File: config.mk
export PLATFORM = sky130hd
export DESIGN_NAME = utf8_to_utf16_decoder_top
export DESIGN_NICKNAME = d
export VERILOG_FILES = /design/src/rtl/core/u2u_pkg.sv /design/src/rtl/core/u2u_front.sv /design/src/rtl/core/u2u_queue.sv /design/src/rtl/core/u2u_back.sv /design/src/rtl/core/utf8_to_utf16_decoder_top.sv
export SDC_FILE = /design/constraint.sdc
export NUM_CORES = 1
export LEC_CHECK = 0
export ABC_CLOCK_PERIOD_IN_PS = 18220
export BUFFER_PORTS_ARGS = -buffer_cell sky130_fd_sc_hd__buf_2
export CORE_MARGIN = 1
export CORE_UTILIZATION = 34
export DETAILED_ROUTE_END_ITERATION = 8
export SLEW_MARGIN = 40
export SYNTH_ARGS = -nofsm -noshare
export SYNTH_HDL_FRONTEND = slang
export SYNTH_HIERARCHICAL = 1
export SYNTH_SLANG_ARGS = --single-unit
File: constraint.sdc
create_clock -name clock -period 18.22 [get_ports clock]
set_input_delay 0 -clock clock [delete_from_list [all_inputs] [get_ports clock]]
set_output_delay 0 -clock clock [all_outputs]
set_load 0.005 [all_outputs]
File: src/rtl/core/u2u_pkg.sv
// Shared types and constants for the UTF-8 to UTF-16 decoder.
// No dependencies; used by the front, queue, back and top-level modules.

package u2u_pkg;

   localparam int UNIT_W      = 16;
   localparam int MAX_UNITS   = 4;
   localparam int COUNT_W     = 3;
   localparam int QUEUE_DEPTH = 2;

   // configuration register indexes
   localparam int CSR_INDEX_W = 1;
   localparam logic [CSR_INDEX_W-1:0] CSR_IGNORE_HEADER   = 1'd0;
   localparam logic [CSR_INDEX_W-1:0] CSR_INVALID_TO_NULL = 1'd1;

   // all code units produced by one input byte
   typedef struct packed {
      logic [COUNT_W-1:0]                 count;
      logic [MAX_UNITS-1:0]               inv;
      logic [MAX_UNITS-1:0][UNIT_W-1:0]   unit;
   } u2u_bundle_type;

endpackage

File: src/rtl/core/u2u_front.sv
// Front end: config registers, byte decode state and per-byte unit bundles.
// Depends on u2u_pkg.

module u2u_front (
   input  logic                               clock,
   input  logic                               reset,
   input  logic                               csr_valid,
   output logic                               csr_ready,
   input  logic [u2u_pkg::CSR_INDEX_W-1:0]    csr_index,
   input  logic                               csr_data,
   input  logic                               req_tvalid,
   output logic                               req_tready,
   input  logic [7:0]                         req_tdata,   // byte_value
   input  logic                               req_tlast,   // end_of_stream
   input  logic                               queue_full,
   output logic                               push_valid,
   output u2u_pkg::u2u_bundle_type            push_bundle
);

   localparam logic [20:0] MAX_CODE    = 21'h10FFFF;
   localparam logic [20:0] BOM_CODE    = 21'h00FEFF;
   localparam logic [20:0] NC_LOW      = 21'h00FDD0;
   localparam logic [20:0] NC_HIGH     = 21'h00FDEF;
   localparam logic [20:0] SUR_LOW     = 21'h00D800;
   localparam logic [20:0] SUR_END     = 21'h00E000;
   localparam logic [20:0] PLANE1      = 21'h010000;
   localparam logic [15:0] REPLACEMENT = 16'hFFFD;

   logic [1:0]  need_ff, need_in;
   logic [1:0]  len_ff, len_in;
   logic [1:0]  ct_ff, ct_in;
   logic [20:0] acc_ff, acc_in;
   logic        header_ff, header_in;
   logic        ignore_header_ff, invalid_to_null_ff;

   logic        accept;
   logic        hs;
   logic        is_cont;
   logic [20:0] u;
   logic [20:0] v;
   logic [20:0] min_code;
   logic        nc, sur, pair, bad, drop;
   logic [15:0] rep;
   logic [1:0]  pre, mid_n, post;
   logic [15:0] mid0, mid1;
   logic        mid0_inv;
   logic        do_lead;
   logic [u2u_pkg::COUNT_W-1:0] pre3, mid_end3;
   u2u_pkg::u2u_bundle_type     bundle;

   assign csr_ready  = 1'b1;
   assign req_tready = !queue_full;
   assign accept     = req_tvalid && req_tready;

   assign hs      = header_ff | ignore_header_ff;
   assign is_cont = (req_tdata[7:6] == 2'b10);
   assign rep     = invalid_to_null_ff ? 16'h0000 : REPLACEMENT;
   assign u       = {acc_ff[14:0], req_tdata[5:0]};
   assign v       = u - PLANE1;

   always_comb begin
      unique case (len_ff)
         2'd1:    min_code = 21'h000080;
         2'd2:    min_code = 21'h000800;
         2'd3:    min_code = PLANE1;
         default: min_code = 21'h000000;
      endcase
   end

   // checks on a completed code point
   assign nc   = (u >= NC_LOW) && ((u <= NC_HIGH) || (u[15:1] == 15'h7FFF));
   assign sur  = (u >= SUR_LOW) && (u < SUR_END);
   assign pair = !nc && (u >= PLANE1) && (u <= MAX_CODE);
   assign bad  = (u < min_code) || sur || nc || (u > MAX_CODE);
   assign drop = !hs && (u == BOM_CODE);

   always_comb begin
      need_in   = need_ff;
      len_in    = len_ff;
      acc_in    = acc_ff;
      ct_in     = ct_ff;
      header_in = hs;
      pre       = 2'd0;
      mid_n     = 2'd0;
      mid0      = 16'h0000;
      mid0_inv  = 1'b0;
      mid1      = 16'h0000;
      do_lead   = 1'b0;

      if (need_ff != 2'd0) begin
         if (is_cont) begin
            if (need_ff == 2'd1) begin
               need_in   = 2'd0;
               len_in    = 2'd0;
               acc_in    = 21'd0;
               ct_in     = 2'd0;
               header_in = 1'b1;
               priority if (drop) begin
                  mid_n = 2'd0;
               end else if (pair) begin
                  mid_n = 2'd2;
                  mid0  = {6'b110110, v[19:10]};
                  mid1  = {6'b110111, v[9:0]};
               end else if (bad) begin
                  mid_n    = 2'd1;
                  mid0     = rep;
                  mid0_inv = 1'b1;
               end else begin
                  mid_n = 2'd1;
                  mid0  = u[15:0];
               end
            end else begin
               need_in = need_ff - 2'd1;
               acc_in  = u;
               ct_in   = ct_ff + 2'd1;
            end
         end else begin
            // broken sequence: lead plus taken continuations, then re-decode
            pre       = ct_ff + 2'd1;
            need_in   = 2'd0;
            header_in = 1'b1;
            do_lead   = 1'b1;
         end
      end else begin
         do_lead = 1'b1;
      end

      if (do_lead) begin
         ct_in = 2'd0;
         priority if (!req_tdata[7]) begin
            mid_n     = 2'd1;
            mid0      = {8'h00, req_tdata};
            header_in = 1'b1;
         end else if (req_tdata[7:5] == 3'b110) begin
            acc_in    = {16'd0, req_tdata[4:0]};
            need_in   = 2'd1;
            len_in    = 2'd1;
            header_in = 1'b1;
         end else if (req_tdata[7:4] == 4'b1110) begin
            acc_in  = {17'd0, req_tdata[3:0]};
            need_in = 2'd2;
            len_in  = 2'd2;
         end else if (req_tdata[7:3] == 5'b11110) begin
            acc_in    = {18'd0, req_tdata[2:0]};
            need_in   = 2'd3;
            len_in    = 2'd3;
            header_in = 1'b1;
         end else begin
            mid_n     = 2'd1;
            mid0      = rep;
            mid0_inv  = 1'b1;
            header_in = 1'b1;
         end
      end

      post = 2'd0;
      if (req_tlast) begin
         if (need_in != 2'd0) begin
            post = ct_in + 2'd1;
         end
         need_in   = 2'd0;
         len_in    = 2'd0;
         acc_in    = 21'd0;
         ct_in     = 2'd0;
         header_in = 1'b0;
      end
   end

   // lay out: replacements before, decoded units, replacements after
   assign pre3     = {1'b0, pre};
   assign mid_end3 = {1'b0, pre} + {1'b0, mid_n};

   always_comb begin
      bundle.count = {1'b0, pre} + {1'b0, mid_n} + {1'b0, post};
      for (int j = 0; j < u2u_pkg::MAX_UNITS; j++) begin
         if (u2u_pkg::COUNT_W'(j) < pre3) begin
            bundle.unit[j] = rep;
            bundle.inv[j]  = 1'b1;
         end else if (u2u_pkg::COUNT_W'(j) < mid_end3) begin
            bundle.unit[j] = (u2u_pkg::COUNT_W'(j) == pre3) ? mid0 : mid1;
            bundle.inv[j]  = (u2u_pkg::COUNT_W'(j) == pre3) ? mid0_inv : 1'b0;
         end else begin
            bundle.unit[j] = rep;
            bundle.inv[j]  = 1'b1;
         end
      end
   end

   assign push_valid  = accept && (bundle.count != '0);
   assign push_bundle = bundle;

   always_ff @(posedge clock) begin
      if (reset) begin
         need_ff            <= 2'd0;
         len_ff             <= 2'd0;
         acc_ff             <= 21'd0;
         ct_ff              <= 2'd0;
         header_ff          <= 1'b0;
         ignore_header_ff   <= 1'b0;
         invalid_to_null_ff <= 1'b0;
      end else begin
         if (accept) begin
            need_ff   <= need_in;
            len_ff    <= len_in;
            acc_ff    <= acc_in;
            ct_ff     <= ct_in;
            header_ff <= header_in;
         end
         if (csr_valid && csr_ready) begin
            unique case (csr_index)
               u2u_pkg::CSR_IGNORE_HEADER:   ignore_header_ff   <= csr_data;
               u2u_pkg::CSR_INVALID_TO_NULL: invalid_to_null_ff <= csr_data;
            endcase
         end
      end
   end

`ifndef SYNTH
   a_ct_idle: assert property (@(posedge clock) disable iff (reset)
      (need_ff == 2'd0) |-> (ct_ff == 2'd0))
      else $error("continuation count set with no sequence open");
   a_ct_bound: assert property (@(posedge clock) disable iff (reset)
      ({1'b0, need_ff} + {1'b0, ct_ff}) <= 3'd3)
      else $error("sequence length exceeded");
`endif

endmodule

File: src/rtl/core/u2u_queue.sv
// Small FIFO of per-byte unit bundles between the decoder front and back.
// Depends on u2u_pkg.

module u2u_queue #(
   parameter int DEPTH = u2u_pkg::QUEUE_DEPTH
) (
   input  logic                     clock,
   input  logic                     reset,
   input  logic                     push_valid,
   input  u2u_pkg::u2u_bundle_type  push_bundle,
   output logic                     full,
   input  logic                     pop,
   output logic                     head_valid,
   output u2u_pkg::u2u_bundle_type  head_bundle
);

   localparam int PTR_W = $clog2(DEPTH);
   localparam int CNT_W = $clog2(DEPTH + 1);

   u2u_pkg::u2u_bundle_type entries_ff [DEPTH];
   logic [PTR_W-1:0] wr_ptr_ff, wr_ptr_in;
   logic [PTR_W-1:0] rd_ptr_ff, rd_ptr_in;
   logic [CNT_W-1:0] count_ff, count_in;

   assign full        = (count_ff == CNT_W'(DEPTH));
   assign head_valid  = (count_ff != '0);
   assign head_bundle = entries_ff[rd_ptr_ff];

   always_comb begin
      wr_ptr_in = wr_ptr_ff;
      rd_ptr_in = rd_ptr_ff;
      count_in  = count_ff;
      if (push_valid) begin
         wr_ptr_in = (wr_ptr_ff == PTR_W'(DEPTH - 1)) ? '0 : wr_ptr_ff + 1'b1;
      end
      if (pop) begin
         rd_ptr_in = (rd_ptr_ff == PTR_W'(DEPTH - 1)) ? '0 : rd_ptr_ff + 1'b1;
      end
      if (push_valid && !pop) begin
         count_in = count_ff + 1'b1;
      end else if (pop && !push_valid) begin
         count_in = count_ff - 1'b1;
      end
   end

   always_ff @(posedge clock) begin
      if (reset) begin
         wr_ptr_ff <= '0;
         rd_ptr_ff <= '0;
         count_ff  <= '0;
      end else begin
         wr_ptr_ff <= wr_ptr_in;
         rd_ptr_ff <= rd_ptr_in;
         count_ff  <= count_in;
      end
   end

   always_ff @(posedge clock) begin
      if (push_valid) begin
         entries_ff[wr_ptr_ff] <= push_bundle;
      end
   end

`ifndef SYNTH
   a_no_overflow: assert property (@(posedge clock) disable iff (reset)
      push_valid |-> !full)
      else $error("bundle written into a full queue");
   a_no_underflow: assert property (@(posedge clock) disable iff (reset)
      pop |-> head_valid)
      else $error("bundle popped from an empty queue");
`endif

endmodule

File: src/rtl/core/u2u_back.sv
// Back end: serializes queued bundles into single code-unit words with an
// output register. Depends on u2u_pkg.

module u2u_back (
   input  logic                     clock,
   input  logic                     reset,
   input  logic                     head_valid,
   input  u2u_pkg::u2u_bundle_type  head_bundle,
   output logic                     pop,
   output logic                     rsp_tvalid,
   input  logic                     rsp_tready,
   output logic [15:0]              rsp_tdata,   // code_unit
   output logic                     rsp_tuser,   // is_invalid
   output logic                     rsp_tlast    // last_in_run
);

   logic [1:0]  idx_ff, idx_in;
   logic        out_valid_ff, out_valid_in;
   logic [15:0] out_unit_ff;
   logic        out_inv_ff;
   logic        out_last_ff;
   logic        load;
   logic        last;

   assign load = head_valid && (!out_valid_ff || rsp_tready);
   assign last = ({1'b0, idx_ff} == (head_bundle.count - 3'd1));
   assign pop  = load && last;

   always_comb begin
      idx_in       = idx_ff;
      out_valid_in = out_valid_ff;
      if (load) begin
         idx_in       = last ? 2'd0 : idx_ff + 2'd1;
         out_valid_in = 1'b1;
      end else if (rsp_tready) begin
         out_valid_in = 1'b0;
      end
   end

   always_ff @(posedge clock) begin
      if (reset) begin
         idx_ff       <= 2'd0;
         out_valid_ff <= 1'b0;
      end else begin
         idx_ff       <= idx_in;
         out_valid_ff <= out_valid_in;
      end
   end

   always_ff @(posedge clock) begin
      if (load) begin
         out_unit_ff <= head_bundle.unit[idx_ff];
         out_inv_ff  <= head_bundle.inv[idx_ff];
         out_last_ff <= last;
      end
   end

   assign rsp_tvalid = out_valid_ff;
   assign rsp_tdata  = out_unit_ff;
   assign rsp_tuser  = out_inv_ff;
   assign rsp_tlast  = out_last_ff;

`ifndef SYNTH
   a_idx_in_bundle: assert property (@(posedge clock) disable iff (reset)
      head_valid |-> ({1'b0, idx_ff} < head_bundle.count))
      else $error("unit index past end of bundle");
   a_mid_bundle: assert property (@(posedge clock) disable iff (reset)
      (idx_ff != 2'd0) |-> head_valid)
      else $error("bundle left the queue before all words were sent");
`endif

endmodule

File: src/rtl/core/utf8_to_utf16_decoder_top.sv
// UTF-8 to UTF-16 decoder, top level.
// Depends on u2u_pkg, u2u_front, u2u_queue and u2u_back.

// Accepts one UTF-8 byte per cycle on req_ and sends UTF-16 code units on
// rsp_, one word per cycle while rsp_tready is high. A byte gives zero to
// four units; the units caused by one byte leave as one run with rsp_tlast
// on its final word, and rsp_tuser flags replacement units. The front
// decodes a byte in the cycle it is accepted and writes its units as one
// bundle into a two-entry queue; the back sends them one word at a time.
// Sustained rate is one byte per cycle while bytes give at most one unit
// each and rsp_tready stays high; a byte giving more units holds the output
// until all are sent. Units pass the queue and the output register before
// rsp_. req_tready falls only while the queue is full. The csr_ port is
// always ready; write it only while the block is idle.

module utf8_to_utf16_decoder_top #(
   parameter int QUEUE_DEPTH = u2u_pkg::QUEUE_DEPTH
) (
   input  logic                             clock,
   input  logic                             reset,
   input  logic                             csr_valid,
   output logic                             csr_ready,
   input  logic [u2u_pkg::CSR_INDEX_W-1:0]  csr_index,
   input  logic                             csr_data,
   input  logic                             req_tvalid,
   output logic                             req_tready,
   input  logic [7:0]                       req_tdata,   // [7:0] byte_value
   input  logic                             req_tlast,   // end_of_stream
   output logic                             rsp_tvalid,
   input  logic                             rsp_tready,
   output logic [15:0]                      rsp_tdata,   // [15:0] code_unit
   output logic                             rsp_tuser,   // [0] is_invalid
   output logic                             rsp_tlast    // last_in_run
);

   logic                    queue_full;
   logic                    push_valid;
   u2u_pkg::u2u_bundle_type push_bundle;
   logic                    pop;
   logic                    head_valid;
   u2u_pkg::u2u_bundle_type head_bundle;

   u2u_front u_front (
      .clock       (clock),
      .reset       (reset),
      .csr_valid   (csr_valid),
      .csr_ready   (csr_ready),
      .csr_index   (csr_index),
      .csr_data    (csr_data),
      .req_tvalid  (req_tvalid),
      .req_tready  (req_tready),
      .req_tdata   (req_tdata),
      .req_tlast   (req_tlast),
      .queue_full  (queue_full),
      .push_valid  (push_valid),
      .push_bundle (push_bundle)
   );

   u2u_queue #(
      .DEPTH (QUEUE_DEPTH)
   ) u_queue (
      .clock       (clock),
      .reset       (reset),
      .push_valid  (push_valid),
      .push_bundle (push_bundle),
      .full        (queue_full),
      .pop         (pop),
      .head_valid  (head_valid),
      .head_bundle (head_bundle)
   );

   u2u_back u_back (
      .clock       (clock),
      .reset       (reset),
      .head_valid  (head_valid),
      .head_bundle (head_bundle),
      .pop         (pop),
      .rsp_tvalid  (rsp_tvalid),
      .rsp_tready  (rsp_tready),
      .rsp_tdata   (rsp_tdata),
      .rsp_tuser   (rsp_tuser),
      .rsp_tlast   (rsp_tlast)
   );

endmodule
* Word level (Yosys, flattened, before mapping)
Memory sizes are Yosys's and may differ from the RTL's. A register that Yosys moved wholly into a read port is not among the register bits.
Cells that the tools add are included.
** Word-level totals
- Bits in writable memories :: 142
- Output and inout port bits :: 21
- Memories :: 1
- Register bits after elaboration :: 55
- Input bits :: 16
- Word-level logic and storage cells :: 217
** Memory list
- u_queue.entries_ff :: depth 2, width 71, rd ports 1, clocked after memory_dff 1, wr ports 1, RTL line u2u_queue.sv:20 : u2u_pkg::u2u_bundle_type entries_ff [DEPTH];
** Cells by class
- Reductions and logical operators :: 31
- Add/subtract/negate cells :: 12
- Muxes and demuxes :: 124
- Equality and inequality tests :: 15
- Bitwise gates (word level) :: 2
- $lt $le $gt $ge :: 17
** Operators with widths (count)
- $mux 16 :: 30
- $mux 21 :: 9
- $mux 2 :: 40
- $pmux 17 s3 :: 1
- $ge 21x16->1 const B :: 2
- $mux 1 :: 42
- $bmux 16 s2 :: 1
- $eq 21x16->1 const B :: 1
- $ge 21x17->1 const B :: 1
- $gt 21x21->1 const B :: 1
- $le 21x16->1 const B :: 1
- $le 21x21->1 const B :: 1
- $lt 21x16->1 const B :: 1
- $lt 21x17->1 :: 1
- $sub 20x17->20 const B :: 1
- $eq 15x15->1 const B :: 1
- $logic_and 1x1->1 :: 11
- $reduce_bool 2->1 :: 5
- $add 2x1->2 const B :: 4
- $eq 2x2->1 const B :: 4
- $logic_not 1->1 :: 6
- $lt 1x3->1 const A :: 2
- $lt 2x3->1 const A :: 2
- $eq 5x5->1 const B :: 1
- other kinds (21) :: 32

* Logic depth before layout (Yosys ltp)
- Depth after elaboration :: 24
- Gate-level depth with buffers :: 19
- Mapped depth without buffers :: 18

* Cells and area by module
The synthesis kept the hierarchy.
** Modules (own cells, without submodules)
- u2u_queue :: seq. area each 4364.2 sq um, instances 1, cells each 243, area each 5357.6 sq um
- u2u_front :: seq. area each 480.5 sq um, instances 1, cells each 425, area each 2830.2 sq um
- u2u_back :: seq. area each 600.6 sq um, instances 1, cells each 63, area each 1136.1 sq um

* Worst setup path before layout
No wires, ideal clock.
- Path kind :: reg2reg
- Start :: reg u_front.need_ff[0]
- End :: mem u_queue/entries_ff[0][0] (netlist bit) (enable)
- Data required time :: 17711 ps
- Arrival :: 6974 ps
- Cell stages (with the launch flop) :: 17
- Setup slack :: 10737 ps
- Cell sequence :: dfxtp_1 inv_1 ha_1 buf_2 nor3b_1 nand2_1 a31oi_1 nand3_1 nor2_4 buf_2 buf_2 fa_1 fa_1 xor2_1 nor3_1 nor2_1 nor2b_1
** RTL lines
- start: declaration :: RTL line u2u_front.sv:29 : logic [1:0] need_ff, need_in;
- start signal: assignment :: RTL line u2u_front.sv:203 : need_ff <= need_in;
- end: declaration :: RTL line u2u_queue.sv:20

==> impl_results.md <==
- GRT overflow: 0
- Worst Path Class, Setup: reg -> reg
- Initial core utilization: 34.6%
- Vias in the first global route: 5974
- CTS tree: done
- Hold crit path type: in -> reg
- RSZ-0062 raised after global routing: no
- Total GRT Usage: 15.8%
- RD Place Congestion: 0.899
- CP endpoint kind: flop
- Chip Width: 168 um
- Worst setup margin: 12.52 ns
- Main synth FF type: edfxtp_1
- Mapped Nets: 759
- Worst-Margin Slew: 0.793 ns
- Initial DRC Count: 646
- Nets: 786
- Max H-tree Level: 4
- Min Tclk post-route: 5.70 ns
- Final setup vio count: 0
- Post-synth ARST share: 0%
- Area grow syn2layout: 12.1%
- Largest net degree at the start of global routing: 72
- Worst VDD drop: 0.0586 mV
- CTS Sinks: 192
- Register area share after synthesis: 58.4%
- Multi-input gate area: 3580 um2
- Initial antenna violation count: 0
- Vias per Instance: 5.52
- Core box area: 27000 um2
- # rows: 60
- Mapped Area: 9320 um2
- Max Freq: 175 MHz
- Crit start category: flop
- Yosys reg bits: 192
- Filler cells: 2555
- Post-DP HPWL: 13900 um
- Synth Instances: 731
- Chip height: 168 um
- Worst clock skew: 0.0146 ns
- Fraction of layout cells with a size suffix above 1: 25.3%
- Post-CTS setup buffers: 0
- ANT nets after route: 0
- Synth top area cells: edfxtp_1, mux2_2, dfxtp_1
- Setup TNS: 0 ns
- Required time worst endpoint: 18.28 ns
- DRC: 0
- Final Cycle Share: 31.3%
- Placed instance area: 9750 um2
- Post-synth EDFFs: 160
- Die ar.: 28100 um2
- Finished Cell Area: 10400 um2
- MaxCap Viol Count: 0
- Routed length per instance: 19.3 um
- ANT cells: 0
- Number of distinct library cells after synthesis: 71
- Leak Pwr: 3.30 nW
- Commonest non-fill, non-tap cell in the layout: edfxtp_1
- FF+latch area: 5450 um2
- Worst relative slew slack: 47.0%
- Worst-skew pair later-pin latency: 0.44 ns
- Warnings from Yosys: 6
- Fin. max-slew vios: 0
- Clock-pin slew on the worst setup and hold paths: 0.06 ns
- Commonest non-fill, non-tap cells in the layout: edfxtp_1, mux2_2, nor2_1, nand2_1
- Clock root buffer: clkbuf_16
- Ports: 37
- First-pass GRT wire length: 34000 um
- Share of the synthesized area in the top cell type: 51.5%
- Post-Route WL: 21400 um
- Max Root-Sink Buffers: 2
- First-pass DRT Iterations: 5
- WP data arrival: 5.76 ns
- Pwr/cell area: 121 nW/um2
- Cells resized by post-CTS repair: 0
- Number of CTS-inserted buffers: 17
- Final Hold Fails: 0
- Hold-fix buffers, CTS: 12
- Maximum fanout along the worst path: 71
- Synth area leader: edfxtp_1
- Total number of vias: 6128
- # port buffers: 35
- Post-Place Setup Slack: 12.60 ns
- Syn Area/Cell: 12.8 um2
- Status: completed
per-layer routing:
| layer | wire length [um] | track usage (%) | share of wire [%] |
|---|---|---|---|
| met1 | 9960 | 22.1 | 47 |
| met2 | 9800 | 24.3 | 46 |
| met3 | 1320 | 3.03 | 6.2 |
| met4 | 322 | 5.90 | 1.5 |
| met5 | 0 | 0 | 0 |
flip-flops by register name (all words and copies together), names as in the netlist, named ones only:
register                    flops
u_back/rsp_tvalid               1
u_back/idx_ff                   2
u_queue/count_ff                2
u_front/acc_ff                 15
u_front/need_ff                 2
u_front/ignore_header_ff        1
u_queue/entries_ff            142
u_front/header_ff               1
u_queue/rd_ptr_ff               1
u_front/len_ff                  2
u_back/rsp_tlast                1
u_back/rsp_tdata               16
u_back/rsp_tuser                1
u_queue/wr_ptr_ff               1
u_front/invalid_to_null_ff      1
u_front/ct_ff                   2
per-stage QoR:
stage               power [mW]  utilization, %  std cells  hold WS [ns]
finish                    1.26            38.8       1111        0.0283
global route              1.32            38.8       1111        0.0418
CTS                       1.28            38.8       1111        0.0114
detailed placement       0.901            36.2       1068         0.257
global placement         0.895            36.1       1067         0.257
floorplan                0.816               -        731        0.0691
synth_stat cells, types with 4 or more instances:
cell type,number
mux2_2,73
a221o_1,5
a31oi_1,20
dfxtp_1,32
buf_2,10
xnor2_1,4
clkbuf_1,23
nand3_1,6
a21oi_1,38
mux4_2,16
nor4_1,4
nand2_1,51
xor2_1,7
edfxtp_1,160
a22oi_1,24
a21boi_0,6
nor3b_1,6
a31o_2,10
or2_2,10
ha_1,10
o21ai_0,39
nor3_1,17
nor2b_1,5
and2_1,4
nor2_1,57
inv_1,14
nand2b_1,6
buf_6,8
final timing paths:
kind | depth (start not counted) | endpoint | start | slack [ns]
max | 14 | u_queue/entries_ff[0][22]$_DFFE_PP_ | u_front/need_ff[0]$_SDFFE_PP0P_ | 12.52
min | 2 | u_queue/rd_ptr_ff$_SDFFE_PP0P_ | reset | 0.03
max reg2reg | 14 | u_queue/entries_ff[0][22]$_DFFE_PP_ | u_front/need_ff[0]$_SDFFE_PP0P_ | 12.52
min reg2reg | 2 | u_back/rsp_tvalid$_SDFFE_PP0P_ | u_back/rsp_tvalid$_SDFFE_PP0P_ | 0.50
cell families after synthesis:
group | count (synthesis) | synth area share, %
AO/OA/AOI/OAI | 172 | 12.1
flip-flops | 192 | 58.4
XOR/XNOR | 11 | 1.03
buffers and inverters | 61 | 3.35
multiplexers | 93 | 13.3
adder cells (fa/ha/maj) | 12 | 1.77
AND/OR/NAND/NOR | 189 | 10.0
other | 1 | 0.0402
report_power, final:
group,internal (mW),switching (mW)
Combinational,0.127,0.164
Clock,0.205,0.168
Sequential,0.577,0.0174
critical path, stage by stage, from the launching register on:
cell	delay, ns
dfxtp_1	0.40
inv_1	0.06
ha_1	0.31
nor3b_1	0.57
nand2_1	0.15
a31oi_1	0.50
nand3_1	0.30
nor2_4	0.64
fa_1	0.60
fa_1	0.42
xor2_1	0.24
nor3_1	0.08
nor2_1	0.22
nor2b_4	0.20
buf_6	0.54
layout make-up:
class	count	share of cell area (%)
inverter	14	0.503
sequential	192	52.1
clock buffer	19	4.14
multi-input combinational	478	34.3
timing repair buffer	55	3.48
tap	341	4.08
clock inverter	12	1.39
(Power assumes the default switching activity.)
